==> config.mk <==
export PLATFORM = sky130hd
export DESIGN_NAME = rect_hit_test_table
export DESIGN_NICKNAME = d
export VERILOG_FILES = /design/src/rtl/core/rhtt_pkg.sv /design/src/rtl/core/rect_hit_test_table.sv /design/src/rtl/core/rhtt_ram.sv /design/src/rtl/core/rhtt_entry_cmp.sv
export SDC_FILE = /design/constraint.sdc
export NUM_CORES = 2
export LEC_CHECK = 0
export ABC_AREA = 1
export CAP_MARGIN = 20
export CORE_ASPECT_RATIO = 1.25
export CORE_MARGIN = 2
export CORE_UTILIZATION = 35
export DETAILED_ROUTE_END_ITERATION = 10
export DONT_BUFFER_PORTS = 1
export HOLD_SLACK_MARGIN = 0.03
export PLACE_DENSITY = 0.56
export RECOVER_POWER = 50
export SETUP_SLACK_MARGIN = 0.1
export SYNTH_ARGS = -nofsm -noshare
export SYNTH_HDL_FRONTEND = slang
export SYNTH_SLANG_ARGS = --single-unit
export TNS_END_PERCENT = 30
==> constraint.sdc <==
create_clock -name clk -period 10.31 [get_ports clk]
set_input_delay 2.062 -clock clk [delete_from_list [all_inputs] [get_ports clk]]
set_output_delay 2.062 -clock clk [all_outputs]
set_load 0.05 [all_outputs]
==> src/rtl/core/rhtt_pkg.sv <==
package rhtt_pkg;

	localparam int TABLE_DEPTH_DEF = 16;

	localparam logic [1:0] REQ_ADD   = 2'd0;
	localparam logic [1:0] REQ_FIND  = 2'd1;
	localparam logic [1:0] REQ_CLEAR = 2'd2;

	localparam logic [1:0] ST_DONE  = 2'd0;
	localparam logic [1:0] ST_HIT   = 2'd1;
	localparam logic [1:0] ST_NOHIT = 2'd2;
	localparam logic [1:0] ST_FULL  = 2'd3;

	localparam logic REG_ADJUST_X = 1'b0;
	localparam logic REG_ADJUST_Y = 1'b1;

	typedef enum logic {
		S_IDLE,
		S_SCAN
	} state_t;

	typedef struct packed {
		logic signed [15:0] h;
		logic signed [15:0] w;
		logic signed [15:0] y;
		logic signed [15:0] x;
	} rect_geom_t;

	typedef struct packed {
		logic [31:0] word;
		logic [7:0]  hold;
		logic [7:0]  hover;
		logic [7:0]  click;
		rect_geom_t  geom;
	} rect_entry_t;

	function automatic logic signed [15:0] sat_add16(input logic signed [15:0] a,
			input logic signed [15:0] b);
		logic signed [16:0] s;
		s = {a[15], a} + {b[15], b};
		if (s[16] != s[15]) begin
			sat_add16 = s[16] ? 16'sh8000 : 16'sh7fff;
		end else begin
			sat_add16 = s[15:0];
		end
	endfunction

endpackage

==> src/rtl/core/rect_hit_test_table.sv <==
// Channel   Signals                                            Direction
// request   start, busy, req_type, pos_x, pos_y, rect_width,   in (busy out)
//           rect_height, click_cmd, hover_cmd, hold_cmd, user_data
// config    cfg_we, cfg_idx, cfg_wdata                         in
// result    done, status, hit_index, hit_click_cmd,            out
//           hit_hover_cmd, hit_hold_cmd, hit_data
//
// Add, clear, other types and a find on an empty table: done the cycle after the beat.
// Find over n entries: one table RAM read per cycle, newest first; done is registered
// after the check of slot 0, earlier on a hit. busy is high during the scan only.
// arst_n clears the entry count, adjust registers and control; no RAM clearing.
// done pulses for one cycle; the receiver cannot stall, a new beat may go in then.
module rect_hit_test_table
	import rhtt_pkg::*;
#(
	parameter int TABLE_DEPTH = TABLE_DEPTH_DEF
) (
	input  logic               clk,
	input  logic               arst_n,
	input  logic               start,
	output logic               busy,
	input  logic [1:0]         req_type,
	input  logic signed [15:0] pos_x,
	input  logic signed [15:0] pos_y,
	input  logic signed [15:0] rect_width,
	input  logic signed [15:0] rect_height,
	input  logic [7:0]         click_cmd,
	input  logic [7:0]         hover_cmd,
	input  logic [7:0]         hold_cmd,
	input  logic signed [31:0] user_data,
	input  logic               cfg_we,
	input  logic               cfg_idx,
	input  logic [15:0]        cfg_wdata,
	output logic               done,
	output logic [1:0]         status,
	output logic [3:0]         hit_index,
	output logic [7:0]         hit_click_cmd,
	output logic [7:0]         hit_hover_cmd,
	output logic [7:0]         hit_hold_cmd,
	output logic signed [31:0] hit_data
);

	localparam int AW = (TABLE_DEPTH > 1) ? $clog2(TABLE_DEPTH) : 1;
	localparam int CW = $clog2(TABLE_DEPTH + 1);
	localparam int EW = $bits(rect_entry_t);

	state_t state_q, state_d;

	logic signed [15:0] adjust_x_q;
	logic signed [15:0] adjust_y_q;
	logic [CW-1:0]      count_q;
	logic [AW-1:0]      idx_q;
	logic               issuing_q;
	logic               chk_s1;
	logic [AW-1:0]      slot_s1;
	logic signed [15:0] px_q;
	logic signed [15:0] py_q;
	logic               done_q;

	logic               accept;
	logic               full;
	logic               empty;
	logic               hit;
	logic               mem_we;
	logic               count_inc;
	logic               count_clr;
	logic               scan_load;
	logic               finish;
	logic               fin_hit;
	logic [1:0]         fin_status;
	rect_entry_t        wr_entry;
	rect_entry_t        rd_entry;
	logic [EW-1:0]      rd_raw;
	logic [31:0]        slot_ext;

	assign busy   = (state_q != S_IDLE);
	assign accept = start && !busy;
	assign full   = (count_q == CW'(TABLE_DEPTH));
	assign empty  = (count_q == '0);

	always_comb begin
		wr_entry.geom.x = sat_add16(pos_x, adjust_x_q);
		wr_entry.geom.y = sat_add16(pos_y, adjust_y_q);
		wr_entry.geom.w = rect_width;
		wr_entry.geom.h = rect_height;
		wr_entry.click  = click_cmd;
		wr_entry.hover  = hover_cmd;
		wr_entry.hold   = hold_cmd;
		wr_entry.word   = user_data;
	end

	rhtt_ram #(
		.WIDTH(EW),
		.DEPTH(TABLE_DEPTH)
	) u_table (
		.clk  (clk),
		.we   (mem_we),
		.waddr(AW'(count_q)),
		.wdata(wr_entry),
		.raddr(idx_q),
		.rdata(rd_raw)
	);

	assign rd_entry = rect_entry_t'(rd_raw);

	rhtt_entry_cmp u_cmp (
		.px  (px_q),
		.py  (py_q),
		.geom(rd_entry.geom),
		.hit (hit)
	);

	always_comb begin
		state_d = state_q;
		unique case (state_q)
			S_IDLE: begin
				if (accept && req_type == REQ_FIND && !empty) begin
					state_d = S_SCAN;
				end
			end
			S_SCAN: begin
				if (chk_s1 && (hit || slot_s1 == '0)) begin
					state_d = S_IDLE;
				end
			end
			default: state_d = S_IDLE;
		endcase
	end

	always_comb begin
		mem_we     = 1'b0;
		count_inc  = 1'b0;
		count_clr  = 1'b0;
		scan_load  = 1'b0;
		finish     = 1'b0;
		fin_hit    = 1'b0;
		fin_status = ST_DONE;
		unique case (state_q)
			S_IDLE: begin
				if (accept) begin
					unique case (req_type)
						REQ_ADD: begin
							finish = 1'b1;
							if (full) begin
								fin_status = ST_FULL;
							end else begin
								mem_we    = 1'b1;
								count_inc = 1'b1;
							end
						end
						REQ_FIND: begin
							if (empty) begin
								finish     = 1'b1;
								fin_status = ST_NOHIT;
							end else begin
								scan_load = 1'b1;
							end
						end
						REQ_CLEAR: begin
							count_clr = 1'b1;
							finish    = 1'b1;
						end
						default: finish = 1'b1;
					endcase
				end
			end
			S_SCAN: begin
				if (chk_s1) begin
					if (hit) begin
						finish     = 1'b1;
						fin_hit    = 1'b1;
						fin_status = ST_HIT;
					end else if (slot_s1 == '0) begin
						finish     = 1'b1;
						fin_status = ST_NOHIT;
					end
				end
			end
			default: ;
		endcase
	end

	always_ff @(posedge clk or negedge arst_n) begin
		if (!arst_n) begin
			state_q    <= S_IDLE;
			adjust_x_q <= '0;
			adjust_y_q <= '0;
			count_q    <= '0;
			idx_q      <= '0;
			issuing_q  <= 1'b0;
			chk_s1     <= 1'b0;
			slot_s1    <= '0;
			done_q     <= 1'b0;
		end else begin
			state_q <= state_d;
			done_q  <= finish;
			if (cfg_we) begin
				unique case (cfg_idx)
					REG_ADJUST_X: adjust_x_q <= cfg_wdata;
					REG_ADJUST_Y: adjust_y_q <= cfg_wdata;
					default: ;
				endcase
			end
			if (count_clr) begin
				count_q <= '0;
			end else if (count_inc) begin
				count_q <= count_q + 1'b1;
			end
			if (scan_load) begin
				idx_q     <= AW'(count_q - 1'b1);
				issuing_q <= 1'b1;
				chk_s1    <= 1'b0;
			end else if (state_q == S_SCAN && !finish) begin
				chk_s1  <= issuing_q;
				slot_s1 <= idx_q;
				if (issuing_q) begin
					if (idx_q == '0) begin
						issuing_q <= 1'b0;
					end else begin
						idx_q <= idx_q - 1'b1;
					end
				end
			end else begin
				issuing_q <= 1'b0;
				chk_s1    <= 1'b0;
			end
		end
	end

	always_ff @(posedge clk) begin
		if (scan_load) begin
			px_q <= pos_x;
			py_q <= pos_y;
		end
	end

	assign slot_ext = 32'(slot_s1);

	always_ff @(posedge clk) begin
		if (finish) begin
			status <= fin_status;
			if (fin_hit) begin
				hit_index     <= slot_ext[3:0];
				hit_click_cmd <= rd_entry.click;
				hit_hover_cmd <= rd_entry.hover;
				hit_hold_cmd  <= rd_entry.hold;
				hit_data      <= rd_entry.word;
			end else begin
				hit_index     <= '0;
				hit_click_cmd <= '0;
				hit_hover_cmd <= '0;
				hit_hold_cmd  <= '0;
				hit_data      <= '0;
			end
		end
	end

	assign done = done_q;

endmodule

==> src/rtl/core/rhtt_ram.sv <==
module rhtt_ram #(
	parameter int WIDTH = 8,
	parameter int DEPTH = 16
) (
	input  logic                                    clk,
	input  logic                                    we,
	input  logic [(DEPTH > 1 ? $clog2(DEPTH) : 1)-1:0] waddr,
	input  logic [WIDTH-1:0]                        wdata,
	input  logic [(DEPTH > 1 ? $clog2(DEPTH) : 1)-1:0] raddr,
	output logic [WIDTH-1:0]                        rdata
);

	logic [WIDTH-1:0] mem_q [DEPTH];

	always_ff @(posedge clk) begin
		if (we) begin
			mem_q[waddr] <= wdata;
		end
		rdata <= mem_q[raddr];
	end

endmodule

==> src/rtl/core/rhtt_entry_cmp.sv <==
module rhtt_entry_cmp
	import rhtt_pkg::*;
(
	input  logic signed [15:0] px,
	input  logic signed [15:0] py,
	input  rect_geom_t         geom,
	output logic               hit
);

	logic signed [16:0] dx;
	logic signed [16:0] dy;
	logic               in_x;
	logic               in_y;

	assign dx   = {px[15], px} - {geom.x[15], geom.x};
	assign dy   = {py[15], py} - {geom.y[15], geom.y};
	assign in_x = !dx[16] && (dx < $signed({geom.w[15], geom.w}));
	assign in_y = !dy[16] && (dy < $signed({geom.h[15], geom.h}));
	assign hit  = in_x && in_y;

endmodule

* After elaboration in Yosys (flattened, before gate mapping)
Memory sizes are Yosys's and may differ from the RTL's. A register that Yosys moved wholly into a read port is not among the register bits.
Cells that the tools add are included.
Widths: inputs -> output; s select.
** Operators by class
- Add/subtract/negate cells :: 7
- Equality and inequality tests :: 6
- Bitwise gates (word level) :: 3
- Mux-type cells :: 50
- $lt $le $gt $ge :: 2
- Reduce and logical (&&, ||, !) cells :: 25
** Operators with widths (count)
- $mux 16 :: 4
- $add 16x16->17 :: 2
- $lt 17x16->1 :: 2
- $sub 16x16->17 :: 2
- $mux 1 :: 30
- $mux 4 :: 4
- $mux 2 :: 6
- $mux 5 :: 2
- $logic_and 1x1->1 :: 8
- $logic_not 4->1 :: 2
- $pmux 2 s2 :: 2
- $sub 4x1->4 const B :: 2
- $reduce_and 2->1 :: 3
- $reduce_bool 2->1 :: 3
- $add 5x1->5 const B :: 1
- $eq 5x5->1 const B :: 1
- $logic_not 1->1 :: 5
- $logic_not 5->1 :: 1
- $pmux 1 s2 :: 2
- $not 1->1 :: 3
- $reduce_and 3->1 :: 1
- $eq 2x1->1 const B :: 1
- $eq 2x2->1 const B :: 1
- $logic_not 2->1 :: 1
- other kinds (3) :: 4
** Storage, ports and cells
- Logic and storage cells :: 111
- Flip-flop bits (word level) :: 143
- Bits of input ports :: 143
- Memories :: 1
- Memory bits (writable) :: 1920
- Output and inout port bits :: 64
** Memory list
- u_table.mem_q :: words 16, bits a word 120, read ports 1, clocked after memory_dff 1, write ports 1, line rhtt_ram.sv:13 : logic [WIDTH-1:0] mem_q [DEPTH];

* Logic depth before layout (Yosys ltp)
- Word-level depth :: 11
- Gate-level depth with buffers :: 29
- Gate-level depth less buffers :: 29

* Cells and area by module
From an unflattened synthesis, not the netlist that was laid out.
** Second synthesis, totals
- Cell total of the unflattened synthesis :: 9189
- Area, all modules :: 94570.7 µm²
** Modules (own cells, without submodules)
- rhtt_ram :: sequential area each 60057.6 µm², instances 1, area each 84357.2 µm², cells an instance 7870
- rect_hit_test_table :: sequential area each 4048.9 µm², instances 1, area each 7502.2 µm², cells an instance 839
- rhtt_entry_cmp :: sequential area each 0.0 µm², instances 1, area each 2711.4 µm², cells an instance 480

* Least setup slack after synthesis
Ideal clock, no wire load.
- Path type :: input -> register
- Start :: in start
- End :: mem u_table.mem_q[8][0] (netlist name), enable pin
- Path buffers :: 0
- Library setup time :: 0.746 ns
- Required time :: 9.564 ns
- Data arrival time :: 10.793 ns
- Path slack :: -1.229 ns
- Cell stages on the path :: 6
- Cell sequence :: nand2_1 nor2_1 nand2_1 nor2_2 inv_1 nor3_1
** On the way
- Word-level cells in the longest chain between the ends :: 5
** Ends and longest elaborated chain
- start, declared :: line rect_hit_test_table.sv:20 : input logic start,
- $logic_and 1x1->1 :: line rect_hit_test_table.sv:77 : assign accept = start && !busy;
- $mux 1 :: line rect_hit_test_table.sv:140 : if (accept) begin
- $mux 1 :: line rect_hit_test_table.sv:138 : unique case (state_q)
- $mux 1 :: line rhtt_ram.sv:16 : if (we) begin
- $mux 1 (implied by the code) :: line rhtt_ram.sv:17 : mem_q[waddr] <= wdata;
- end, declared :: line rhtt_ram.sv:13
No other way between the ends.

==> flow_summary.toml <==
[floorplan]
rows = 203
io-pin-count = 207
design.core.area_mm2 = 0.245
die_area_mm2 = 0.250
start_util_pct = 35.2
die_w_um = 448
die_h_um = 559

[sta]
tightest_slew_ps = 5400
fin_crit_ps = 7160
rsz0062_at_grt = "no"
worst_slack_ps = 3150
fin_worst_hold_slack_ps = 477
setup_tns_ps = 0
slew_headroom_pct = -260
fmax_ghz = 0.140
slew_viol_final = 957
hold_viol = 0
period_share_pct = 69.5
finalSetupViolations = 0
finClkSkew_ps = 77.4

[hold_path]
worst_hold_path.endpoint = "hit_data[0]"
hold_class = "register to register"
hold_start = "u_table.rdata[88]"
hold_depth = 2

[place]
port_buffers = 0
place_inst = 9287
place_congestion = 0.824
dp_hpwl_um = 119000
dpl-instance-area_mm2 = 0.0895
dp_slack_ps = 4470

[logic_synthesis]
synthArstFlopShare_pct = 2.24
syn_area_mm2 = 0.0861
yosysMostFrequentCell = "edfxtp_1"
yosysSeqAreaShare_pct = 74.4
synthCells = 6315
yosysTopAreaCell = "edfxtp_1"
ys_types = 51
yosys_warnings = 0
synth_ff_type = "edfxtp_1"
syn_nets = 6563
synth_edf_count = 2014
yosys-top-cells-area = "edfxtp_1 (70%), nor2_1 (5.2%), o21ai_0 (3.1%), o32ai_1 (3.0%), dfxtp_1 (2.8%)"
synth_common_cells = "edfxtp_1 (2014), nor2_1 (1189), o21ai_0 (537)"
netlist.area_leader.share_pct = 70.2
yosys_register_bits = 2183
synth_area_per_cell_um2 = 13.6

[detailed_routing]
post-route-drc-count = 0
vias = 50844
wire_per_inst_um = 23.2
vias_per_cell = 5.25
drtPass1Iterations = 5
antenna_left = 0
drt_wl_total_um = 225000
drtIter0Drc = 4572

[worst_setup_path]
rr_worst_depth = 7
rrSetupSlack_ps = 3150
end_kind = "register"
critPathArrivalTime_ps = 7980
reg2reg_to = "u_table.rdata[84]"
r2r_start = "idx_q[0]"
crit_required_ps = 11130
worstSetupPathType = "register to register"
worstSetupStartpointType = "register"
worst-path-max-fanout = 229

[clocking]
root_buffer = "clkbuf_16"
clk_pin_slew_worst_paths_ps = 60
htreeDepth = 4
clockBufferDepth = 4
cts_tree = "built"
postCtsHoldBufs = 0
cts_setup_buffers = 0
post_cts_resized = 0
cts-buffers-inserted = 215
worstSkewPairLatency_ps = 900
clock_sinks = 2183

[finish]
final_cell_count_no_fill = 9693
drive_gt1_share_pct = 6.67
final_cell_area_mm2 = 0.0965
nFillCells = 22498
finalNetCount = 6474
syn2layout_area_growth_pct = 12.1
final_util_pct = 39.5

[global_routing]
grt_max_degree = 230
track_usage_pct = 17.6
antenna_found_initial = 6
grt_pass1_wl_um = 331000
grt_pass1_vias = 50128
overflow = 0

[power_and_ir_drop]
p_total_mw = 18.5
p_per_area_mw_per_mm2 = 191
p_leak_nw = 31.7
ir_worst_vdd_uv = 145

[status]
run_status = "complete, but fails checks"
violations = "max-capacitance violations, max-slew violations"

[flow_run]
cap_viol_max_count = 24
## sequential cells by signal, summed over array words and instances (netlist names), 5 cells and up
register / flops
hit_data: 32
u_table.mem_q: 1920
u_table.rdata: 120
py_q: 16
adjust_y_q: 16
count_q: 5
adjust_x_q: 16
hit_hover_cmd: 8
px_q: 16
hit_click_cmd: 8
hit_hold_cmd: 8
## logic make-up (layout without fill, tap and decap cells)
kind of cell / count (synthesis) / in the layout / synth area share [%]
other: 0 / 10 / 0
buffers and inverters: 618 / 706 / 2.87
muxes: 185 / 185 / 2.15
AOI/OAI and AO/OA: 1182 / 1182 / 9.24
and+or+nand+nor: 1985 / 1985 / 9.14
adders and majority gates: 105 / 105 / 1.56
DFF: 2183 / 2183 / 74.4
xor gates and xnor gates: 57 / 57 / 0.601
## worst max path at each step
stage / start / end / slack [ps] / cells past startpoint
after floorplan: start / u_table.mem_q[8][0] / -1230 / 6
final: idx_q[0] / u_table.rdata[84] / 3150 / 7
after global routing: idx_q[0] / u_table.rdata[91] / 2850 / 7
after global placement: start / u_table.mem_q[15][48] / 4450 / 8
after CTS: px_q[7] / hit_data[3] / 5340 / 20
after detailed placement: start / u_table.mem_q[15][49] / 4470 / 8
## cell type report
class	count	area [µm²]	area share, %
multi-input combinational	3514	19600	20.3
clock inverter	124	1300	1.35
sequential	2183	64100	66.4
timing repair buffer	77	709	0.735
inverter	235	897	0.930
clock buffer	270	5800	6.01
antenna	10	25.0	0.0259
tap	3280	4100	4.25
## cell usage in the layout (no fill, tap or decap), drive strengths merged, types with 20 or more instances in the layout
master and n:
inv 242, o221ai 185, bufinv 23, ha 101, mux2i 185, nand3 228
nand2 541, o32ai 295, a21oi 72, o211ai 55, dfxtp 120, xnor2 20
buf 61, dfrtp 49, edfxtp 2014, xor2 37, clkbuf 286, o21ai 543
nor2 1192, clkinv 88
## critical path: stages (launching register included)
cell and delay (ps):
dfrtp_1 490, inv_8 490, clkbuf_2 3650, buf_4 1220, nor2_1 90, o32ai_1 300, o211ai_1 150, nand3_1 220
## metal layers
layer  part of all wire, %  global-route usage [%]  vias up
met5                     0                       0        -
met4                   3.4                    6.28        0
met3                   5.3                    2.90      340
met2                    51                    30.7     1281
met1                    41                    21.9    25988
li1                      -                       -    23235
## where the power goes
| group | internal [mW] | total [mW] | switching [mW] |
|---|---|---|---|
| clock | 4.57 | 7.93 | 3.36 |
| sequential | 9.96 | 9.97 | 0.0133 |
| combinational | 0.0905 | 0.551 | 0.460 |
Note: power is estimated with default switching activity, not from simulation.
